$ cat src/design/les_pkg.sv
// shared types and constants of the lorenz euler step unit
`timescale 1ns / 1ps
package les_pkg;

  // program counter of the control store
  localparam int unsigned PC_W = 4;

  // fixed field widths
  localparam int unsigned DATA_W = 32;
  localparam int unsigned CFG_IDX_W = 3;

  // configuration register indexes
  localparam logic [CFG_IDX_W-1:0] CFG_SIGMA = 3'd0;
  localparam logic [CFG_IDX_W-1:0] CFG_BETA  = 3'd1;
  localparam logic [CFG_IDX_W-1:0] CFG_RHO   = 3'd2;
  localparam logic [CFG_IDX_W-1:0] CFG_DT    = 3'd3;
  localparam logic [CFG_IDX_W-1:0] CFG_VIEW  = 3'd4;

  // configuration reset values
  localparam logic [31:0] SIGMA_RST = 32'd167772160;
  localparam logic [31:0] BETA_RST  = 32'd44738123;
  localparam logic [31:0] RHO_RST   = 32'd469762048;
  localparam logic [30:0] DT_RST    = 31'd16777;
  localparam logic [31:0] VIEW_RST  = 32'd419430;

  // sequencer branch kinds
  typedef enum logic [1:0] {
    BR_NEXT     = 2'd0,
    BR_WAIT_IN  = 2'd1,
    BR_WAIT_OUT = 2'd2,
    BR_JUMP     = 2'd3
  } branch_e;

  // multiplier operand a
  typedef enum logic [2:0] {
    MA_SIGMA = 3'd0,
    MA_BETA  = 3'd1,
    MA_X     = 3'd2,
    MA_DT    = 3'd3,
    MA_VIEW  = 3'd4
  } mul_a_e;

  // multiplier operand b
  typedef enum logic [2:0] {
    MB_T  = 3'd0,
    MB_X  = 3'd1,
    MB_Y  = 3'd2,
    MB_Z  = 3'd3,
    MB_DX = 3'd4,
    MB_DY = 3'd5,
    MB_DZ = 3'd6
  } mul_b_e;

  // adder operand a
  typedef enum logic [2:0] {
    AA_PROD = 3'd0,
    AA_ACC  = 3'd1,
    AA_X    = 3'd2,
    AA_Y    = 3'd3,
    AA_Z    = 3'd4,
    AA_RHO  = 3'd5
  } add_a_e;

  // adder operand b
  typedef enum logic [2:0] {
    AB_ZERO     = 3'd0,
    AB_PROD     = 3'd1,
    AB_NEG_PROD = 3'd2,
    AB_NEG_X    = 3'd3,
    AB_NEG_Y    = 3'd4,
    AB_NEG_Z    = 3'd5
  } add_b_e;

  // adder result destination
  typedef enum logic [3:0] {
    DST_NONE = 4'd0,
    DST_T    = 4'd1,
    DST_ACC  = 4'd2,
    DST_DX   = 4'd3,
    DST_DY   = 4'd4,
    DST_DZ   = 4'd5,
    DST_X    = 4'd6,
    DST_Y    = 4'd7,
    DST_Z    = 4'd8,
    DST_PX   = 4'd9,
    DST_PY   = 4'd10,
    DST_OUT  = 4'd11
  } dst_e;

  // one control word
  typedef struct packed {
    branch_e         br;
    logic [PC_W-1:0] tgt;
    logic            mul_en;
    mul_a_e          mul_a;
    mul_b_e          mul_b;
    add_a_e          add_a;
    add_b_e          add_b;
    dst_e            dst;
  } ctrl_t;

endpackage

$ cat src/design/lorenz_euler_step_unit.sv
// top level of the lorenz euler step unit
//
//  channel | direction | handshake              | payload
//  --------+-----------+------------------------+----------------------------------
//  cfg     | in        | cfg_valid_i/cfg_ready_o | cfg_index_i[2:0], cfg_data_i[31:0]
//  in      | in        | in_valid_i/in_ready_o   | restart_i
//  out     | out       | out_valid_o/out_ready_i | point_x/y/z_o[31:0], saturated_o
//
//  one step: a wait-for-input word that takes the beat, then
//  12 words that run ten products through one shared 32x32 multiplier and one
//  saturating adder, word after word; the last word loads the output register
//  reset puts the program counter on its wait-for-input word, loads the
//  default coefficients and sets x, y and z to 1.0; no clearing pass
//  the result sits in an output register, so a new input beat is taken while
//  it waits; the last program word holds until that register is free
//  cfg_ready_o is always high; write only while idle
`timescale 1ns / 1ps
module lorenz_euler_step_unit #(
  parameter int unsigned FRAC_BITS = 24
) (
  input  logic                          clk_i,
  input  logic                          rst_ni,
  input  logic                          cfg_valid_i,
  output logic                          cfg_ready_o,
  input  logic [les_pkg::CFG_IDX_W-1:0] cfg_index_i,
  input  logic [les_pkg::DATA_W-1:0]    cfg_data_i,
  input  logic                          in_valid_i,
  output logic                          in_ready_o,
  input  logic                          restart_i,
  output logic                          out_valid_o,
  input  logic                          out_ready_i,
  output logic [31:0]                   point_x_o,
  output logic [31:0]                   point_y_o,
  output logic [31:0]                   point_z_o,
  output logic                          saturated_o
);

  logic [les_pkg::PC_W-1:0] pc;
  les_pkg::ctrl_t           ctrl;
  logic                     fire;
  logic                     accept;

  // config writes are always taken
  assign cfg_ready_o = 1'b1;
  assign accept      = in_valid_i && in_ready_o;

  les_ucode_rom u_rom (
    .pc_i   (pc),
    .ctrl_o (ctrl)
  );

  les_sequencer u_seq (
    .clk_i       (clk_i),
    .rst_ni      (rst_ni),
    .ctrl_i      (ctrl),
    .in_valid_i  (in_valid_i),
    .out_ready_i (out_ready_i),
    .pc_o        (pc),
    .in_ready_o  (in_ready_o),
    .out_valid_o (out_valid_o),
    .fire_o      (fire)
  );

  // accept beat reloads state on restart and clears the clip flag
  les_datapath #(
    .FRAC_BITS (FRAC_BITS)
  ) u_dp (
    .clk_i       (clk_i),
    .rst_ni      (rst_ni),
    .cfg_we_i    (cfg_valid_i && cfg_ready_o),
    .cfg_index_i (cfg_index_i),
    .cfg_data_i  (cfg_data_i),
    .ctrl_i      (ctrl),
    .fire_i      (fire),
    .accept_i    (accept),
    .restart_i   (restart_i),
    .point_x_o   (point_x_o),
    .point_y_o   (point_y_o),
    .point_z_o   (point_z_o),
    .saturated_o (saturated_o)
  );

endmodule

$ cat src/design/les_ucode_rom.sv
// control store holding the euler step program
`timescale 1ns / 1ps
module les_ucode_rom (
  input  logic [les_pkg::PC_W-1:0] pc_i,
  output les_pkg::ctrl_t           ctrl_o
);

  // product of the mul issued in step k is consumed by the adder in step k+1
  always_comb begin
    ctrl_o = '{br: les_pkg::BR_NEXT, tgt: '0, mul_en: 1'b0,
               mul_a: les_pkg::MA_SIGMA, mul_b: les_pkg::MB_T,
               add_a: les_pkg::AA_PROD, add_b: les_pkg::AB_ZERO,
               dst: les_pkg::DST_NONE};
    unique case (pc_i)
      4'd0: begin
        ctrl_o.br = les_pkg::BR_WAIT_IN;
      end
      4'd1: begin
        // t = y - x
        ctrl_o.add_a = les_pkg::AA_Y;
        ctrl_o.add_b = les_pkg::AB_NEG_X;
        ctrl_o.dst   = les_pkg::DST_T;
      end
      4'd2: begin
        // sigma * t, then t = rho - z
        ctrl_o.mul_en = 1'b1;
        ctrl_o.mul_a  = les_pkg::MA_SIGMA;
        ctrl_o.mul_b  = les_pkg::MB_T;
        ctrl_o.add_a  = les_pkg::AA_RHO;
        ctrl_o.add_b  = les_pkg::AB_NEG_Z;
        ctrl_o.dst    = les_pkg::DST_T;
      end
      4'd3: begin
        ctrl_o.mul_en = 1'b1;
        ctrl_o.mul_a  = les_pkg::MA_X;
        ctrl_o.mul_b  = les_pkg::MB_T;
        ctrl_o.dst    = les_pkg::DST_DX;
      end
      4'd4: begin
        ctrl_o.mul_en = 1'b1;
        ctrl_o.mul_a  = les_pkg::MA_X;
        ctrl_o.mul_b  = les_pkg::MB_Y;
        ctrl_o.add_b  = les_pkg::AB_NEG_Y;
        ctrl_o.dst    = les_pkg::DST_DY;
      end
      4'd5: begin
        ctrl_o.mul_en = 1'b1;
        ctrl_o.mul_a  = les_pkg::MA_BETA;
        ctrl_o.mul_b  = les_pkg::MB_Z;
        ctrl_o.dst    = les_pkg::DST_ACC;
      end
      4'd6: begin
        ctrl_o.mul_en = 1'b1;
        ctrl_o.mul_a  = les_pkg::MA_DT;
        ctrl_o.mul_b  = les_pkg::MB_DX;
        ctrl_o.add_a  = les_pkg::AA_ACC;
        ctrl_o.add_b  = les_pkg::AB_NEG_PROD;
        ctrl_o.dst    = les_pkg::DST_DZ;
      end
      4'd7: begin
        ctrl_o.mul_en = 1'b1;
        ctrl_o.mul_a  = les_pkg::MA_DT;
        ctrl_o.mul_b  = les_pkg::MB_DY;
        ctrl_o.add_a  = les_pkg::AA_X;
        ctrl_o.add_b  = les_pkg::AB_PROD;
        ctrl_o.dst    = les_pkg::DST_X;
      end
      4'd8: begin
        ctrl_o.mul_en = 1'b1;
        ctrl_o.mul_a  = les_pkg::MA_DT;
        ctrl_o.mul_b  = les_pkg::MB_DZ;
        ctrl_o.add_a  = les_pkg::AA_Y;
        ctrl_o.add_b  = les_pkg::AB_PROD;
        ctrl_o.dst    = les_pkg::DST_Y;
      end
      4'd9: begin
        ctrl_o.mul_en = 1'b1;
        ctrl_o.mul_a  = les_pkg::MA_VIEW;
        ctrl_o.mul_b  = les_pkg::MB_X;
        ctrl_o.add_a  = les_pkg::AA_Z;
        ctrl_o.add_b  = les_pkg::AB_PROD;
        ctrl_o.dst    = les_pkg::DST_Z;
      end
      4'd10: begin
        ctrl_o.mul_en = 1'b1;
        ctrl_o.mul_a  = les_pkg::MA_VIEW;
        ctrl_o.mul_b  = les_pkg::MB_Y;
        ctrl_o.dst    = les_pkg::DST_PX;
      end
      4'd11: begin
        ctrl_o.mul_en = 1'b1;
        ctrl_o.mul_a  = les_pkg::MA_VIEW;
        ctrl_o.mul_b  = les_pkg::MB_Z;
        ctrl_o.dst    = les_pkg::DST_PY;
      end
      4'd12: begin
        ctrl_o.br  = les_pkg::BR_WAIT_OUT;
        ctrl_o.tgt = '0;
        ctrl_o.dst = les_pkg::DST_OUT;
      end
      default: begin
        ctrl_o.br  = les_pkg::BR_JUMP;
        ctrl_o.tgt = '0;
      end
    endcase
  end

endmodule

$ cat src/design/les_sequencer.sv
// step counter with conditional branches and the result valid flag
`timescale 1ns / 1ps
module les_sequencer (
  input  logic                     clk_i,
  input  logic                     rst_ni,
  input  les_pkg::ctrl_t           ctrl_i,
  input  logic                     in_valid_i,
  input  logic                     out_ready_i,
  output logic [les_pkg::PC_W-1:0] pc_o,
  output logic                     in_ready_o,
  output logic                     out_valid_o,
  output logic                     fire_o
);

  logic [les_pkg::PC_W-1:0] pc_q, pc_d;
  logic                     out_valid_q, out_valid_d;
  logic                     slot_free;

  assign slot_free = !out_valid_q || out_ready_i;

  always_comb begin
    unique case (ctrl_i.br)
      les_pkg::BR_WAIT_IN:  fire_o = in_valid_i;
      les_pkg::BR_WAIT_OUT: fire_o = slot_free;
      default:              fire_o = 1'b1;
    endcase
  end

  always_comb begin
    pc_d = pc_q;
    if (fire_o) begin
      unique case (ctrl_i.br)
        les_pkg::BR_WAIT_OUT, les_pkg::BR_JUMP: pc_d = ctrl_i.tgt;
        default:                                pc_d = pc_q + 1'b1;
      endcase
    end
  end

  always_comb begin
    out_valid_d = out_valid_q;
    if (fire_o && ctrl_i.br == les_pkg::BR_WAIT_OUT) begin
      out_valid_d = 1'b1;
    end else if (out_ready_i) begin
      out_valid_d = 1'b0;
    end
  end

  always_ff @(posedge clk_i or negedge rst_ni) begin
    if (!rst_ni) begin
      pc_q        <= '0;
      out_valid_q <= 1'b0;
    end else begin
      pc_q        <= pc_d;
      out_valid_q <= out_valid_d;
    end
  end

  assign pc_o        = pc_q;
  assign in_ready_o  = ctrl_i.br == les_pkg::BR_WAIT_IN;
  assign out_valid_o = out_valid_q;

endmodule

$ cat src/design/les_datapath.sv
// shared multiplier, saturating adder, state and configuration registers
`timescale 1ns / 1ps
module les_datapath #(
  parameter int unsigned FRAC_BITS = 24
) (
  input  logic                          clk_i,
  input  logic                          rst_ni,
  input  logic                          cfg_we_i,
  input  logic [les_pkg::CFG_IDX_W-1:0] cfg_index_i,
  input  logic [les_pkg::DATA_W-1:0]    cfg_data_i,
  input  les_pkg::ctrl_t                ctrl_i,
  input  logic                          fire_i,
  input  logic                          accept_i,
  input  logic                          restart_i,
  output logic [31:0]                   point_x_o,
  output logic [31:0]                   point_y_o,
  output logic [31:0]                   point_z_o,
  output logic                          saturated_o
);

  // 1.0, clipped when it does not fit in 32 signed bits
  localparam logic [31:0] ONE =
    (FRAC_BITS >= 31) ? 32'h7FFF_FFFF : 32'(64'd1 << FRAC_BITS);

  logic [31:0] sigma_q, beta_q, rho_q, view_q;
  logic [30:0] dt_q;
  logic [31:0] x_q, y_q, z_q;
  logic [31:0] t_q, dx_q, dy_q, dz_q, px_q, py_q;
  logic [63:0] acc_q;
  logic signed [63:0] prod_q;
  logic        clip_q;
  logic [31:0] out_x_q, out_y_q, out_z_q;
  logic        out_sat_q;

  logic signed [31:0] ma, mb;
  logic signed [63:0] mul_p, shp;
  logic signed [65:0] opa, opb, sum;
  logic [32:0]        sat_r;
  logic               wr_sat;

  function automatic logic [32:0] sat32(input logic signed [65:0] v);
    logic [32:0] r;
    if (v[65:31] != {35{v[65]}}) begin
      r = {1'b1, v[65] ? 32'h8000_0000 : 32'h7FFF_FFFF};
    end else begin
      r = {1'b0, v[31:0]};
    end
    return r;
  endfunction

  always_comb begin
    unique case (ctrl_i.mul_a)
      les_pkg::MA_SIGMA: ma = sigma_q;
      les_pkg::MA_BETA:  ma = beta_q;
      les_pkg::MA_X:     ma = x_q;
      les_pkg::MA_DT:    ma = {1'b0, dt_q};
      les_pkg::MA_VIEW:  ma = view_q;
      default:           ma = '0;
    endcase
    unique case (ctrl_i.mul_b)
      les_pkg::MB_T:  mb = t_q;
      les_pkg::MB_X:  mb = x_q;
      les_pkg::MB_Y:  mb = y_q;
      les_pkg::MB_Z:  mb = z_q;
      les_pkg::MB_DX: mb = dx_q;
      les_pkg::MB_DY: mb = dy_q;
      les_pkg::MB_DZ: mb = dz_q;
      default:        mb = '0;
    endcase
  end

  assign mul_p = ma * mb;
  // floor truncation of the registered product
  assign shp   = prod_q >>> FRAC_BITS;

  always_comb begin
    unique case (ctrl_i.add_a)
      les_pkg::AA_PROD: opa = {{2{shp[63]}}, shp};
      les_pkg::AA_ACC:  opa = {{2{acc_q[63]}}, acc_q};
      les_pkg::AA_X:    opa = {{34{x_q[31]}}, x_q};
      les_pkg::AA_Y:    opa = {{34{y_q[31]}}, y_q};
      les_pkg::AA_Z:    opa = {{34{z_q[31]}}, z_q};
      les_pkg::AA_RHO:  opa = {{34{rho_q[31]}}, rho_q};
      default:          opa = '0;
    endcase
    unique case (ctrl_i.add_b)
      les_pkg::AB_ZERO:     opb = '0;
      les_pkg::AB_PROD:     opb = {{2{shp[63]}}, shp};
      les_pkg::AB_NEG_PROD: opb = -{{2{shp[63]}}, shp};
      les_pkg::AB_NEG_X:    opb = -{{34{x_q[31]}}, x_q};
      les_pkg::AB_NEG_Y:    opb = -{{34{y_q[31]}}, y_q};
      les_pkg::AB_NEG_Z:    opb = -{{34{z_q[31]}}, z_q};
      default:              opb = '0;
    endcase
  end

  assign sum    = opa + opb;
  assign sat_r  = sat32(sum);
  assign wr_sat = fire_i && ctrl_i.dst != les_pkg::DST_NONE
               && ctrl_i.dst != les_pkg::DST_ACC;

  // configuration and state
  always_ff @(posedge clk_i or negedge rst_ni) begin
    if (!rst_ni) begin
      sigma_q <= les_pkg::SIGMA_RST;
      beta_q  <= les_pkg::BETA_RST;
      rho_q   <= les_pkg::RHO_RST;
      dt_q    <= les_pkg::DT_RST;
      view_q  <= les_pkg::VIEW_RST;
      x_q     <= ONE;
      y_q     <= ONE;
      z_q     <= ONE;
      clip_q  <= 1'b0;
    end else begin
      if (cfg_we_i) begin
        case (cfg_index_i)
          les_pkg::CFG_SIGMA: sigma_q <= cfg_data_i;
          les_pkg::CFG_BETA:  beta_q  <= cfg_data_i;
          les_pkg::CFG_RHO:   rho_q   <= cfg_data_i;
          les_pkg::CFG_DT:    dt_q    <= cfg_data_i[30:0];
          les_pkg::CFG_VIEW:  view_q  <= cfg_data_i;
          default: ;
        endcase
      end
      if (accept_i) begin
        clip_q <= 1'b0;
        if (restart_i) begin
          x_q <= ONE;
          y_q <= ONE;
          z_q <= ONE;
        end
      end else if (wr_sat) begin
        clip_q <= clip_q | sat_r[32];
        case (ctrl_i.dst)
          les_pkg::DST_X: x_q <= sat_r[31:0];
          les_pkg::DST_Y: y_q <= sat_r[31:0];
          les_pkg::DST_Z: z_q <= sat_r[31:0];
          default: ;
        endcase
      end
    end
  end

  // scratch and output registers
  always_ff @(posedge clk_i) begin
    if (fire_i && ctrl_i.mul_en) begin
      prod_q <= mul_p;
    end
    if (fire_i) begin
      case (ctrl_i.dst)
        les_pkg::DST_T:   t_q   <= sat_r[31:0];
        les_pkg::DST_ACC: acc_q <= sum[63:0];
        les_pkg::DST_DX:  dx_q  <= sat_r[31:0];
        les_pkg::DST_DY:  dy_q  <= sat_r[31:0];
        les_pkg::DST_DZ:  dz_q  <= sat_r[31:0];
        les_pkg::DST_PX:  px_q  <= sat_r[31:0];
        les_pkg::DST_PY:  py_q  <= sat_r[31:0];
        les_pkg::DST_OUT: begin
          out_x_q   <= px_q;
          out_y_q   <= py_q;
          out_z_q   <= sat_r[31:0];
          out_sat_q <= clip_q | sat_r[32];
        end
        default: ;
      endcase
    end
  end

  assign point_x_o   = out_x_q;
  assign point_y_o   = out_y_q;
  assign point_z_o   = out_z_q;
  assign saturated_o = out_sat_q;

endmodule

$ cat config.mk
export PLATFORM = sky130hd
export DESIGN_NAME = lorenz_euler_step_unit
export DESIGN_NICKNAME = d
export VERILOG_FILES = /design/src/design/les_pkg.sv /design/src/design/lorenz_euler_step_unit.sv /design/src/design/les_ucode_rom.sv /design/src/design/les_sequencer.sv /design/src/design/les_datapath.sv
export SDC_FILE = /design/constraint.sdc
export NUM_CORES = 2
export LEC_CHECK = 0
export BUFFER_PORTS_ARGS = -buffer_cell sky130_fd_sc_hd__buf_2
export CORE_MARGIN = 3
export CORE_UTILIZATION = 30
export CTS_BUF_LIST = sky130_fd_sc_hd__clkbuf_2
export DETAILED_ROUTE_END_ITERATION = 10
export SLEW_MARGIN = 20
export SYNTH_ARGS = -nofsm -noshare
export SYNTH_HDL_FRONTEND = slang
export SYNTH_HIERARCHICAL = 1
export SYNTH_SLANG_ARGS = --single-unit
$ cat constraint.sdc
create_clock -name clk_i -period 26.6 [get_ports clk_i]
set_input_delay 0 -clock clk_i [delete_from_list [all_inputs] [get_ports clk_i]]
set_output_delay 0 -clock clk_i [all_outputs]
set_load 0.02 [all_outputs]
==> impl_metrics.yaml <==
run_status:
  status: "complete, no violations"
sta:
  period_minus_slack_ns: 12.99
  rsz0062_at_grt: "no"
  final_max_slew_viol_count: 0
  hold_viol: 0
  finClkSkew_ns: 0.155
  timing.final.crit_share: 0.488
  max_freq_ghz: 0.0770
  worstMarginPinSlew_ns: 1.24
  setup_tns_ns: 0
  slew_headroom: 0.174
  setup_viol: 0
grt:
  antenna_found_initial: 10
  grt_pass1_vias: 58498
  grt_usage: 0.224
  grt_max_degree: 77
  grt_pass1_wl_mm: 394
  grt-ovfl-total: 0
floorplan:
  die_x_um: 488
  die_area_um2: 239000
  core_um2: 231000
  fp-row-count: 176
  die_h_um: 488
  start_util: 0.302
  ios: 141
layout:
  fin_nets: 8700
  postLayoutCoreUtil: 0.338
  syn2layout_area_growth_pct: 11.7
  drive_above_1_share: 0.127
hold_path:
  hp-class: "input port to register"
detailed_routing:
  drt_wl_total_mm: 267
  wl_per_cell_um: 25.5
  drc: 0
  drt-initial-drc-count: 5494
  firstDrtPassIters: 6
  num_vias: 55970
  postRouteAntennaNets: 0
  avgViaCountPerCell: 5.33
setup_path:
  cp_common_cell: "fa_1"
  critPathBufInv: 5
  arrival_ns: 14.23
  critical_path_required_ns: 27.84
  slowest_delay_ns: 1.04
  startpoint_type: "register"
  cp_slowest_cell: "a221o_1"
  critPathKind: "register to register"
  endpoint_kind: "register"
  crit_family: "compound AO/OA/AOI/OAI gates"
  crit_fanout: 42
job:
  maxCapViolations: 0
synth:
  synth_top_area_frac: 0.310
  yosysTopAreaCell: "fa_1"
  synthMostInstantiatedCell: "inv_1"
  netlist_area_um2: 69800
  synth_edf_count: 393
  yosys-top-cells-count: "1089 x inv_1, 1082 x fa_1, 808 x nand2_1"
  ys_types: 97
  ys.flop_type: "edfxtp_1"
  yosysWarningCount: 6
  synthCells: 7100
  synth_area_leaders: "fa_1 31%, edfxtp_1 17%, dfrtp_1 8.1%, inv_1 5.9%, ha_1 4.6%"
  ys_ff_latch: 654
  yosysSeqAreaShare: 0.263
  synth.avg_cell_area_um2: 9.83
  async_reset_ff_frac: 0.399
clock_tree:
  cts_tree: "built"
  ctsResizeCount: 0
  ctsHtreeMaxLevel: 4
  cts_sinks: 654
  cts_made_buffers: 167
  path_clk_slew_ns: 0.12
  clk_path_buf_depth: 3
  post_cts_buffers: 0
  cts_hold_buf: 153
  clk_latency_ns: 1.60
  root_buffer: "clkbuf_2"
place:
  place_congestion: 0.970
  hpwl_mm: 200
  port_buffers: 139
==> tightest hold or removal path, delay by kind of cell <==
| kind | cells | cell delay (ns) |
|---|---|---|
| buffers and inverters | 3 | 1.48 |
| multiplexers | 1 | 0.20 |
==> per-stage QoR <==
step	hold WS, ns	instances	worst slack [ns]	cell area [µm²]
finish	0.187	10500	13.61	78000
global route	0.0638	10498	13.17	78000
CTS	0.00139	10483	13.54	77900
detailed placement	0.0244	10018	13.62	74600
global placement	0.0170	10018	13.93	74600
floorplan	-0.296	7103	15.77	69800
==> metal layers <==
metal	global-route usage	routed length (µm)
met1	0.286	105000
met2	0.358	124000
met3	0.0480	23900
met4	0.112	15300
met5	0	47
==> layout by cell type (no fill, tap or decap), types with 91 or more instances in the layout <==
| cell | n |
|---|---|
| inv_1 | 1089 |
| fa_1 | 1082 |
| nand2_1 | 804 |
| nor2_1 | 727 |
| edfxtp_1 | 393 |
| clkbuf_2 | 266 |
| ha_1 | 259 |
| dfrtp_1 | 225 |
| o21ai_0 | 186 |
| a21oi_1 | 174 |
| mux2_2 | 172 |
| buf_4 | 167 |
| dlygate4sd3_1 | 153 |
| buf_2 | 138 |
| o21ai_1 | 126 |
| a22oi_1 | 120 |
| xnor2_1 | 108 |
| mux2i_1 | 91 |
==> state kept, by name (all words and copies together), names as in the netlist, 31 cells and up <==
signal          count
u_dp/acc_q         64
u_dp/prod_q        40
u_dp/beta_q        32
u_dp/dx_q          32
u_dp/dy_q          32
u_dp/dz_q          32
u_dp/point_x_o     32
u_dp/point_y_o     32
u_dp/point_z_o     32
u_dp/px_q          32
u_dp/py_q          32
u_dp/rho_q         32
u_dp/sigma_q       32
u_dp/t_q           32
u_dp/view_q        32
u_dp/x_q           32
u_dp/y_q           32
u_dp/z_q           32
u_dp/dt_q          31
==> final cells by class <==
class	count	area, µm²
Inverter	1091	4100
Antenna cell	13	32.5
Clock buffer	266	1330
Timing Repair Buffer	464	3610
Sequential cell	654	18400
Tap cell	3026	3790
Clock inverter	46	373
Fill cell	23360	153000
Multi-Input combinational cell	4940	46400
==> logic make-up (layout without fill, tap and decap cells) <==
group,count (synthesis),in the layout,synth area share
AND/OR/NAND/NOR,2095,2095,0.132
buffers and inverters,1509,1867,0.0820
adder cells (fa/ha/maj),1341,1341,0.357
AO/OA/AOI/OAI,1039,1039,0.0993
flip-flops,654,654,0.263
multiplexers,273,273,0.0435
XOR/XNOR,187,187,0.0235
other,2,18,0.000108
==> path summary, 6_finish.rpt <==
kind | startpoint | to | slack [ns] | cells past startpoint
min in group asynchronous | rst_ni | u_seq/out_valid_o | 0.67 | 6
hold reg to reg | u_dp/px_q[29] | u_dp/point_x_o[29] | 0.39 | 0
hold / removal | cfg_data_i[30] | u_dp/dt_q[30] | 0.19 | 4
max in group asynchronous | rst_ni | u_dp/view_q[11] | 24.37 | 7
setup / recovery | u_seq/pc_o[3] | u_dp/prod_q[63] | 13.61 | 32
setup reg to reg | u_seq/pc_o[3] | u_dp/prod_q[63] | 13.61 | 32
Power is left out: the tool's default activity adds up to more than one toggle a clock period on the data nets, which glitch-free logic cannot reach.
